## src/design/ars_pkg.sv

```systemverilog
// ride statistics package: shared constants, controller states and the
// command/status structs between the controller and the datapath
// no dependencies
`timescale 1ns / 1ps

package ars_pkg;

   // default field widths
   localparam int SAMPLE_BITS_DEF = 13;
   localparam int COUNT_BITS_DEF  = 16;

   // transaction kinds on the request channel
   localparam logic [1:0] KIND_SAMPLE = 2'd0;
   localparam logic [1:0] KIND_START  = 2'd1;
   localparam logic [1:0] KIND_FINISH = 2'd2;

   typedef enum logic [2:0] {
      ST_IDLE,
      ST_SQUARE,
      ST_SUM,
      ST_ROOT,
      ST_UPDATE,
      ST_DIVIDE,
      ST_COMMIT
   } state_type;

   typedef struct packed {
      logic capture;     // latch axis magnitudes of the request
      logic clear;       // open a ride: clear the statistics
      logic square;      // register the three squares
      logic load_root;   // load radicand, reset root and remainder
      logic root_step;   // one digit of the square root
      logic update;      // fold the new magnitude into the statistics
      logic load_div;    // load total and count into the divider
      logic div_step;    // one quotient bit
      logic load_rsp;    // load the response register
      logic summary;     // response is a ride summary
   } cmd_type;

   typedef struct packed {
      logic count_zero;  // no sample counted in this ride
   } status_type;

endpackage

```

## src/design/ars_ctrl.sv

```systemverilog
// ride statistics controller: sequences one transaction through square,
// root, update and divide steps and owns the ride and response valid bits
// depends on ars_pkg
`timescale 1ns / 1ps

module ars_ctrl import ars_pkg::*; #(
   parameter int SAMPLE_BITS = SAMPLE_BITS_DEF
) (
   input  logic       clock,
   input  logic       reset,
   input  logic       req_valid,
   output logic       req_stall,
   input  logic [1:0] req_kind,
   input  logic       req_during_vibration,
   output logic       rsp_valid,
   input  logic       rsp_stall,
   input  status_type status,
   output cmd_type    cmd
);

   localparam int STEP_W = $clog2(SAMPLE_BITS);

   state_type         state_ff, state_in;
   logic [STEP_W-1:0] step_ff, step_in;
   logic              ride_ff, ride_in;
   logic              summary_ff, summary_in;
   logic              rsp_valid_ff, rsp_valid_in;
   logic              last_step;
   logic              accept;

   assign req_stall = (state_ff != ST_IDLE);
   assign accept    = req_valid && !req_stall;
   assign last_step = (step_ff == STEP_W'(SAMPLE_BITS - 1));
   assign rsp_valid = rsp_valid_ff;

   always_ff @(posedge clock) begin
      if (reset) begin
         state_ff     <= ST_IDLE;
         step_ff      <= '0;
         ride_ff      <= 1'b0;
         summary_ff   <= 1'b0;
         rsp_valid_ff <= 1'b0;
      end else begin
         state_ff     <= state_in;
         step_ff      <= step_in;
         ride_ff      <= ride_in;
         summary_ff   <= summary_in;
         rsp_valid_ff <= rsp_valid_in;
      end
   end

   always_comb begin
      state_in     = state_ff;
      step_in      = step_ff;
      ride_in      = ride_ff;
      summary_in   = summary_ff;
      rsp_valid_in = rsp_valid_ff && rsp_stall;
      cmd          = '0;
      case (state_ff)
         ST_IDLE: begin
            if (accept) begin
               cmd.capture = 1'b1;
               summary_in  = 1'b0;
               state_in    = ST_COMMIT;
               case (req_kind)
                  KIND_SAMPLE: begin
                     if (ride_ff && !req_during_vibration) begin
                        state_in = ST_SQUARE;
                     end
                  end
                  KIND_START: begin
                     if (!ride_ff) begin
                        cmd.clear = 1'b1;
                        ride_in   = 1'b1;
                     end
                  end
                  KIND_FINISH: begin
                     ride_in    = 1'b0;
                     summary_in = 1'b1;
                     if (!status.count_zero) begin
                        cmd.load_div = 1'b1;
                        step_in      = '0;
                        state_in     = ST_DIVIDE;
                     end
                  end
                  default: begin
                     state_in = ST_COMMIT;
                  end
               endcase
            end
         end
         ST_SQUARE: begin
            cmd.square = 1'b1;
            state_in   = ST_SUM;
         end
         ST_SUM: begin
            cmd.load_root = 1'b1;
            step_in       = '0;
            state_in      = ST_ROOT;
         end
         ST_ROOT: begin
            cmd.root_step = 1'b1;
            step_in       = step_ff + 1'b1;
            if (last_step) begin
               state_in = ST_UPDATE;
            end
         end
         ST_UPDATE: begin
            cmd.update = 1'b1;
            state_in   = ST_COMMIT;
         end
         ST_DIVIDE: begin
            cmd.div_step = 1'b1;
            step_in      = step_ff + 1'b1;
            if (last_step) begin
               state_in = ST_COMMIT;
            end
         end
         ST_COMMIT: begin
            cmd.summary = summary_ff;
            if (!(rsp_valid_ff && rsp_stall)) begin
               cmd.load_rsp = 1'b1;
               rsp_valid_in = 1'b1;
               state_in     = ST_IDLE;
            end
         end
         default: begin
            state_in = ST_IDLE;
         end
      endcase
   end

endmodule

```

## src/design/ars_datapath.sv

```systemverilog
// ride statistics datapath: axis magnitudes, squares, digit-serial square
// root, restoring divider, ride statistics and the response register
// depends on ars_pkg
`timescale 1ns / 1ps

module ars_datapath import ars_pkg::*; #(
   parameter int SAMPLE_BITS = SAMPLE_BITS_DEF,
   parameter int COUNT_BITS  = COUNT_BITS_DEF
) (
   input  logic                          clock,
   input  logic                          reset,
   input  cmd_type                       cmd,
   output status_type                    status,
   input  logic signed [SAMPLE_BITS-1:0] req_accel_x,
   input  logic signed [SAMPLE_BITS-1:0] req_accel_y,
   input  logic signed [SAMPLE_BITS-1:0] req_accel_z,
   output logic [SAMPLE_BITS-1:0]        rsp_current_magnitude,
   output logic [COUNT_BITS-1:0]         rsp_count_of_samples,
   output logic [SAMPLE_BITS-1:0]        rsp_highest_magnitude,
   output logic [SAMPLE_BITS-1:0]        rsp_lowest_magnitude,
   output logic [SAMPLE_BITS-1:0]        rsp_mean_magnitude,
   output logic [SAMPLE_BITS-1:0]        rsp_peak_abs_x,
   output logic [SAMPLE_BITS-1:0]        rsp_peak_abs_y,
   output logic [SAMPLE_BITS-1:0]        rsp_peak_abs_z,
   output logic                          rsp_is_summary
);

   localparam int S  = SAMPLE_BITS;
   localparam int C  = COUNT_BITS;
   localparam int SW = S + C;

   // axis magnitudes and squares
   logic [S-1:0]   abs_x_ff, abs_y_ff, abs_z_ff;
   logic [2*S-1:0] sq_x_ff, sq_y_ff, sq_z_ff;

   // square root
   logic [2*S-1:0] rad_ff;
   logic [S+1:0]   rem_ff, rem_t, trial;
   logic [S-1:0]   root_ff;
   logic           root_ge;

   // divider
   logic [SW-1:0]  drem_ff, ddiv_ff;
   logic [S-1:0]   quo_ff;
   logic           div_ge;

   // statistics
   logic [S-1:0]   latest_ff, max_ff, min_ff, peak_x_ff, peak_y_ff, peak_z_ff;
   logic [C-1:0]   count_ff;
   logic [SW-1:0]  total_ff;
   logic           have;

   function automatic logic [S-1:0] abs_of(input logic [S-1:0] raw);
      abs_of = raw[S-1] ? (~raw + 1'b1) : raw;
   endfunction

   assign status.count_zero = (count_ff == '0);
   assign have              = !status.count_zero;

   assign rem_t   = {rem_ff[S-1:0], rad_ff[2*S-1 -: 2]};
   assign trial   = {root_ff, 2'b01};
   assign root_ge = (rem_t >= trial);
   assign div_ge  = (drem_ff >= ddiv_ff);

   always_ff @(posedge clock) begin
      if (cmd.capture) begin
         abs_x_ff <= abs_of(req_accel_x);
         abs_y_ff <= abs_of(req_accel_y);
         abs_z_ff <= abs_of(req_accel_z);
      end
      if (cmd.square) begin
         sq_x_ff <= abs_x_ff * abs_x_ff;
         sq_y_ff <= abs_y_ff * abs_y_ff;
         sq_z_ff <= abs_z_ff * abs_z_ff;
      end
      // two radicand bits per step, one root bit out
      if (cmd.load_root) begin
         rad_ff  <= sq_x_ff + sq_y_ff + sq_z_ff;
         rem_ff  <= '0;
         root_ff <= '0;
      end else if (cmd.root_step) begin
         rad_ff  <= {rad_ff[2*S-3:0], 2'b00};
         rem_ff  <= root_ge ? (rem_t - trial) : rem_t;
         root_ff <= {root_ff[S-2:0], root_ge};
      end
      // quotient fits in S bits, so start with the divisor at bit S-1
      if (cmd.load_div) begin
         drem_ff <= total_ff;
         ddiv_ff <= {{(S - 1){1'b0}}, count_ff, 1'b0} << (S - 2);
         quo_ff  <= '0;
      end else if (cmd.div_step) begin
         drem_ff <= div_ge ? (drem_ff - ddiv_ff) : drem_ff;
         ddiv_ff <= ddiv_ff >> 1;
         quo_ff  <= {quo_ff[S-2:0], div_ge};
      end
   end

   always_ff @(posedge clock) begin
      if (reset || cmd.clear) begin
         latest_ff <= '0;
         count_ff  <= '0;
         total_ff  <= '0;
         max_ff    <= '0;
         min_ff    <= '1;
         peak_x_ff <= '0;
         peak_y_ff <= '0;
         peak_z_ff <= '0;
      end else if (cmd.update) begin
         latest_ff <= root_ff;
         // saturated count freezes both count and total
         if (count_ff != '1) begin
            count_ff <= count_ff + 1'b1;
            total_ff <= total_ff + {{C{1'b0}}, root_ff};
         end
         if (root_ff > max_ff) max_ff <= root_ff;
         if (root_ff < min_ff) min_ff <= root_ff;
         if (abs_x_ff > peak_x_ff) peak_x_ff <= abs_x_ff;
         if (abs_y_ff > peak_y_ff) peak_y_ff <= abs_y_ff;
         if (abs_z_ff > peak_z_ff) peak_z_ff <= abs_z_ff;
      end
   end

   always_ff @(posedge clock) begin
      if (cmd.load_rsp) begin
         rsp_current_magnitude <= latest_ff;
         rsp_count_of_samples  <= count_ff;
         rsp_highest_magnitude <= have ? max_ff : '0;
         rsp_lowest_magnitude  <= have ? min_ff : '0;
         rsp_mean_magnitude    <= (have && cmd.summary) ? quo_ff : '0;
         rsp_peak_abs_x        <= peak_x_ff;
         rsp_peak_abs_y        <= peak_y_ff;
         rsp_peak_abs_z        <= peak_z_ff;
         rsp_is_summary        <= cmd.summary;
      end
   end

endmodule

```

## src/design/accel_ride_statistics_core.sv

```systemverilog
// ride statistics core: top level joining the controller and the datapath
// depends on ars_pkg, ars_ctrl, ars_datapath
`timescale 1ns / 1ps

// Ride statistics for a three-axis accelerometer. A start transaction
// outside a ride opens a ride and clears the statistics; sample
// transactions inside a ride that are not flagged as taken during vibration
// update the latest magnitude (floor square root of x*x+y*y+z*z), the
// saturating count, the magnitude total, max, min and per-axis absolute
// peaks; a finish transaction closes the ride and returns a summary with
// mean = total / count. Every request transaction yields exactly one
// response transaction. One transaction is in flight at a time. An accepted
// sample runs through the square, sum, digit-serial square root (one root
// bit per cycle), update and commit steps; a finish with counted samples
// runs through the restoring divider (one quotient bit per cycle) and
// commit; any other transaction goes straight to commit. The next request
// can be taken in the cycle after the response is loaded. A response still
// stalled in the output register holds the next one in its commit step
// until it leaves. The response sits in an output register, so the request
// side is free again once the response is loaded, even if the response is
// still stalled.

module accel_ride_statistics_core import ars_pkg::*; #(
   parameter int SAMPLE_BITS = SAMPLE_BITS_DEF,
   parameter int COUNT_BITS  = COUNT_BITS_DEF
) (
   input  logic                          clock,
   input  logic                          reset,
   // request channel
   input  logic                          req_valid,
   output logic                          req_stall,
   input  logic [1:0]                    req_kind,
   input  logic signed [SAMPLE_BITS-1:0] req_accel_x,
   input  logic signed [SAMPLE_BITS-1:0] req_accel_y,
   input  logic signed [SAMPLE_BITS-1:0] req_accel_z,
   input  logic                          req_during_vibration,
   // response channel
   output logic                          rsp_valid,
   input  logic                          rsp_stall,
   output logic [SAMPLE_BITS-1:0]        rsp_current_magnitude,
   output logic [COUNT_BITS-1:0]         rsp_count_of_samples,
   output logic [SAMPLE_BITS-1:0]        rsp_highest_magnitude,
   output logic [SAMPLE_BITS-1:0]        rsp_lowest_magnitude,
   output logic [SAMPLE_BITS-1:0]        rsp_mean_magnitude,
   output logic [SAMPLE_BITS-1:0]        rsp_peak_abs_x,
   output logic [SAMPLE_BITS-1:0]        rsp_peak_abs_y,
   output logic [SAMPLE_BITS-1:0]        rsp_peak_abs_z,
   output logic                          rsp_is_summary
);

   // commands from the controller, status back from the datapath
   cmd_type    cmd;
   status_type status;

   // sequencer: ride state, step counter and response valid
   ars_ctrl #(
      .SAMPLE_BITS(SAMPLE_BITS)
   ) u_ctrl (
      .clock               (clock),
      .reset               (reset),
      .req_valid           (req_valid),
      .req_stall           (req_stall),
      .req_kind            (req_kind),
      .req_during_vibration(req_during_vibration),
      .rsp_valid           (rsp_valid),
      .rsp_stall           (rsp_stall),
      .status              (status),
      .cmd                 (cmd)
   );

   // arithmetic, statistics and response payload
   ars_datapath #(
      .SAMPLE_BITS(SAMPLE_BITS),
      .COUNT_BITS (COUNT_BITS)
   ) u_datapath (
      .clock                (clock),
      .reset                (reset),
      .cmd                  (cmd),
      .status               (status),
      .req_accel_x          (req_accel_x),
      .req_accel_y          (req_accel_y),
      .req_accel_z          (req_accel_z),
      .rsp_current_magnitude(rsp_current_magnitude),
      .rsp_count_of_samples (rsp_count_of_samples),
      .rsp_highest_magnitude(rsp_highest_magnitude),
      .rsp_lowest_magnitude (rsp_lowest_magnitude),
      .rsp_mean_magnitude   (rsp_mean_magnitude),
      .rsp_peak_abs_x       (rsp_peak_abs_x),
      .rsp_peak_abs_y       (rsp_peak_abs_y),
      .rsp_peak_abs_z       (rsp_peak_abs_z),
      .rsp_is_summary       (rsp_is_summary)
   );

   // an accepted request always keeps the block busy for the next cycle
   a_busy_after_accept: assert property (@(posedge clock) disable iff (reset)
      req_valid && !req_stall |=> req_stall)
      else $error("request side free right after an accepted transaction");

   // minimum never above maximum in any response
   a_min_le_max: assert property (@(posedge clock) disable iff (reset)
      rsp_valid |-> rsp_lowest_magnitude <= rsp_highest_magnitude)
      else $error("lowest magnitude above highest magnitude");

   // mean only reported on summaries
   a_mean_summary_only: assert property (@(posedge clock) disable iff (reset)
      rsp_valid && !rsp_is_summary |-> rsp_mean_magnitude == '0)
      else $error("mean reported on a live response");

   // no counted samples means no extremes
   a_empty_ride: assert property (@(posedge clock) disable iff (reset)
      rsp_valid && rsp_count_of_samples == '0 |->
         rsp_highest_magnitude == '0 && rsp_mean_magnitude == '0)
      else $error("statistics reported with zero samples");

endmodule
```

## config.mk

```make
export PLATFORM = sky130hd
export DESIGN_NAME = accel_ride_statistics_core
export DESIGN_NICKNAME = d
export VERILOG_FILES = /design/src/design/ars_pkg.sv /design/src/design/ars_ctrl.sv /design/src/design/ars_datapath.sv /design/src/design/accel_ride_statistics_core.sv
export SDC_FILE = /design/constraint.sdc
export NUM_CORES = 2
export LEC_CHECK = 0
export BUFFER_PORTS_ARGS = -buffer_cell sky130_fd_sc_hd__buf_2
export CORE_ASPECT_RATIO = 1.5
export CORE_MARGIN = 3
export CORE_UTILIZATION = 35
export DETAILED_ROUTE_END_ITERATION = 7
export GPL_TIMING_DRIVEN = 0
export SKIP_CTS_REPAIR_TIMING = 1
export SLEW_MARGIN = 0
export SYNTH_ARGS = -nofsm -noshare
export SYNTH_HDL_FRONTEND = slang
export SYNTH_SLANG_ARGS = --single-unit
```

## constraint.sdc

```tcl
create_clock -name clock -period 9.2 [get_ports clock]
set_clock_uncertainty 0.1 [all_clocks]
set_input_delay 0.92 -clock clock [delete_from_list [all_inputs] [get_ports clock]]
set_output_delay 0.92 -clock clock [all_outputs]
set_load 0.02 [all_outputs]
```

==> flow_metrics.env <==
export IMPL_status="finished clean"
export IMPL_syn_area_mm2=0.0373
export IMPL_cp_required_ns=9.44
export IMPL_ys_types=82
export IMPL_wl_per_cell_um=16.6
export IMPL_r2r_start="u_datapath.abs_y_ff[6]"
export IMPL_ys_flop_type="edfxtp_1"
export IMPL_cts_root_buf="clkbuf_16"
export IMPL_hold_violations=0
export IMPL_cts_tree="yes"
export IMPL_ys_async_sr_fraction_pct=0
export IMPL_fin_nets=4792
export IMPL_synth_top_area_cell="edfxtp_1"
export IMPL_critPathMaxFanout=10
export IMPL_holdPathEnd="u_datapath.rsp_current_magnitude[7]"
export IMPL_area_growth_pct=11.8
export IMPL_grt_usage_pct=16.7
export IMPL_grt_pass1_vias=27800
export IMPL_worstReg2RegEnd="u_datapath.sq_y_ff[23]"
export IMPL_synthXorXnorAreaFrac_pct=4.79
export IMPL_numClockSinks=477
export IMPL_synth_top_area_share_pct=23.6
export IMPL_worst_r2r_path_depth=19
export IMPL_antenna_found_initial=1
export IMPL_die_area_mm2=0.111
export IMPL_dp_hpwl_um=73500
export IMPL_maxSlewViolCount=0
export IMPL_cts_made_buffers=50
export IMPL_period_minus_slack_ns=6.82
export IMPL_wl_um=91700
export IMPL_slew_limit_headroom_pct=12.4
export IMPL_grt_pass1_wl_um=145000
export IMPL_synth_area_leaders="edfxtp_1 (24%), fa_1 (17%), ha_1 (12%)"
export IMPL_rrSetupSlack_ns=2.38
export IMPL_synth_edf_count=293
export IMPL_start_util_pct=35.3
export IMPL_ant_nets=0
export IMPL_io_pins=156
export IMPL_drive_above_1_share_pct=7.34
export IMPL_hold_depth=0
export IMPL_fp_coreArea_mm2=0.106
export IMPL_synth_compound_area_share_pct=10.3
export IMPL_rsz0062_at_grt="false"
export IMPL_crit_arrival_ns=7.06
export IMPL_clock_path_buffers=3
export IMPL_ys_warn_count=0
export IMPL_syn_avg_cell_area_um2=9.69
export IMPL_worst_pin_slew_ns=1.31
export IMPL_drc=0
export IMPL_h_tree_depth=2
export IMPL_clk_latency_ns=0.64
export IMPL_first_pass_iters=5
export IMPL_clock_fmax_mhz=147
export IMPL_worstHoldStart="u_datapath.latest_ff[7]"
export IMPL_whs_ns=0.319
export IMPL_setup_viol=0
export IMPL_synth_seq_area_share_pct=33.4
export IMPL_drtIter0Drc=1223
export IMPL_nFillCells=10500
export IMPL_die_h_um=406
export IMPL_num_vias=26600
export IMPL_cp_start_kind="flip-flop"
export IMPL_holdCritPathClass="flip-flop to flip-flop"
export IMPL_grt_max_degree=47
export IMPL_post_route_period_util_pct=74.2
export IMPL_endpoint_kind="flip-flop"
export IMPL_post_drt_via_cell_ratio=4.81
export IMPL_synth_adder_area_share_pct=29.0
export IMPL_muxShareOfSynthArea_pct=1.90
export IMPL_portBuffers=155
export IMPL_netlist_instances=3851
export IMPL_rows=146
export IMPL_synth_top_family_by_area="adder cells"
export IMPL_path_class="flip-flop to flip-flop"
export IMPL_drv_cap=0
export IMPL_cts_clk_slew_worst_paths_ns=0.08
export IMPL_finalWeightedCongestion=0.886
export IMPL_ys_ff_latch=477
export IMPL_synthSimpleGateAreaFrac_pct=12.1
export IMPL_die_x_um=273
export IMPL_grt_overflow=0
==> state kept, by name, summed over array words and instances (netlist names), 16 cells and up <==
name                             count
u_datapath.drem_ff                  29
u_datapath.total_ff                 29
u_datapath.ddiv_ff                  28
u_datapath.rad_ff                   26
u_datapath.sq_x_ff                  25
u_datapath.sq_y_ff                  25
u_datapath.sq_z_ff                  25
u_datapath.count_ff                 16
u_datapath.rsp_count_of_samples     16
==> kinds of logic after synthesis <==
logic type	Yosys count
AND/OR/NAND/NOR	977
buffers and inverters	840
adder cells (fa/ha/maj)	675
AO/OA/AOI/OAI	607
flip-flops	477
XOR/XNOR	204
multiplexers	70
other	1
==> placed cells by master, fill, tap and decap left out, types with 22 or more instances in the layout <==
cell,synthesis,final
inv_1,721,721
nand2_1,401,401
ha_1,360,360
fa_1,315,315
edfxtp_1,293,293
nor2_1,199,198
a21oi_1,185,184
dfxtp_1,184,184
buf_2,5,160
o21ai_0,139,139
xnor2_1,131,131
and2_1,109,109
clkbuf_1,105,105
a21o_1,73,73
xor2_1,73,73
nand3_1,63,63
mux2i_1,63,63
clkbuf_16,0,50
and3_1,42,42
nor2b_1,34,34
nor3_1,31,31
nand4_1,26,26
o21ai_1,24,24
o21a_1,23,23
o211ai_1,23,23
nand2b_1,22,22
==> worst max-delay path, stage by stage (launching register included) <==
cell       delay, ns
edfxtp_1        0.63
clkbuf_1        0.53
nand2_1         0.17
fa_1            0.50
fa_1            0.55
inv_1           0.05
fa_1            0.49
fa_1            0.54
inv_1           0.05
fa_1            0.49
inv_1           0.04
ha_1            0.35
a2111oi_0       0.37
o21ai_1         0.16
a41oi_1         0.42
o311a_1         0.29
o21ai_1         0.15
a21o_1          0.20
a21oi_1         0.16
xnor2_1         0.29
==> synthesized netlist by cell type (5+ instances only) <==
library cell	instances
mux2i_1	63
nor2b_1	34
fa_1	315
dfxtp_1	184
nor2_1	199
nand2b_1	22
and3_1	42
nand2_1	401
a21oi_1	185
a21o_1	73
nor4_1	6
o21a_1	23
nor3_1	31
a31oi_1	19
o211ai_1	23
and2_1	109
a41oi_1	5
o21ai_0	139
ha_1	360
o21bai_1	12
or2_2	8
inv_1	721
o31ai_1	14
mux2_2	6
or3_1	14
xnor2_1	131
edfxtp_1	293
buf_1	8
a31o_2	7
nor3b_1	8
nand3_1	63
o41ai_1	6
clkbuf_1	105
a211oi_1	16
buf_2	5
nand4_1	26
xor2_1	73
o21ai_1	24
==> stage by stage <==
step	TNS [ns]	area, um2	worst slack (ns)	cells	utilization [%]
2_1_floorplan	0	37300	2.47	3854	-
3_3_place_gp	-106.56	39900	-1.02	5415	37.7
3_5_place_dp	0	40100	2.35	5424	37.9
4_1_cts	0	41700	2.31	5518	39.5
5_1_grt	0	41700	1.85	5519	39.5
6_report	0	41700	2.38	5520	39.5
==> worst max path at each step <==
| stage | from | end | slack, ns | cells past startpoint |
|---|---|---|---|---|
| after floorplan | rsp_stall | u_datapath.rsp_count_of_samples[0] | 2.47 | 1 |
| after global placement | rsp_stall | u_datapath.rsp_peak_abs_x[12] | -1.02 | 2 |
| after detailed placement | u_datapath.abs_y_ff[6] | u_datapath.sq_y_ff[23] | 2.35 | 19 |
| after CTS | u_datapath.abs_y_ff[6] | u_datapath.sq_y_ff[23] | 2.31 | 19 |
| after global routing | u_datapath.abs_z_ff[1] | u_datapath.sq_z_ff[24] | 1.85 | 21 |
| final | u_datapath.abs_y_ff[6] | u_datapath.sq_y_ff[23] | 2.38 | 19 |
==> area by class of cell <==
class                      instances  area, um2  share of cell area, %
multi-input combinational       2537      21700                   52.0
antenna                            1       2.50                0.00599
clock buffer                      58       1320                   3.16
clock inverter                    36        345                  0.827
timing repair buffer             165        948                   2.27
buffer                           118        457                   1.09
sequential                       477      12500                   29.9
tap                             1406       1760                   4.21
inverter                         722       2710                   6.49
==> layer usage <==
layer	vias up	GRT usage [%]	routed length (um)
met4	0	8.95	5370
met5	-	0	0
met1	12900	17.4	34200
li1	13000	-	-
met2	456	32.3	49300
met3	203	1.86	2840
Power is left out: the tool's default activity adds up to more than one toggle a clock period on the data nets, which glitch-free logic cannot reach.
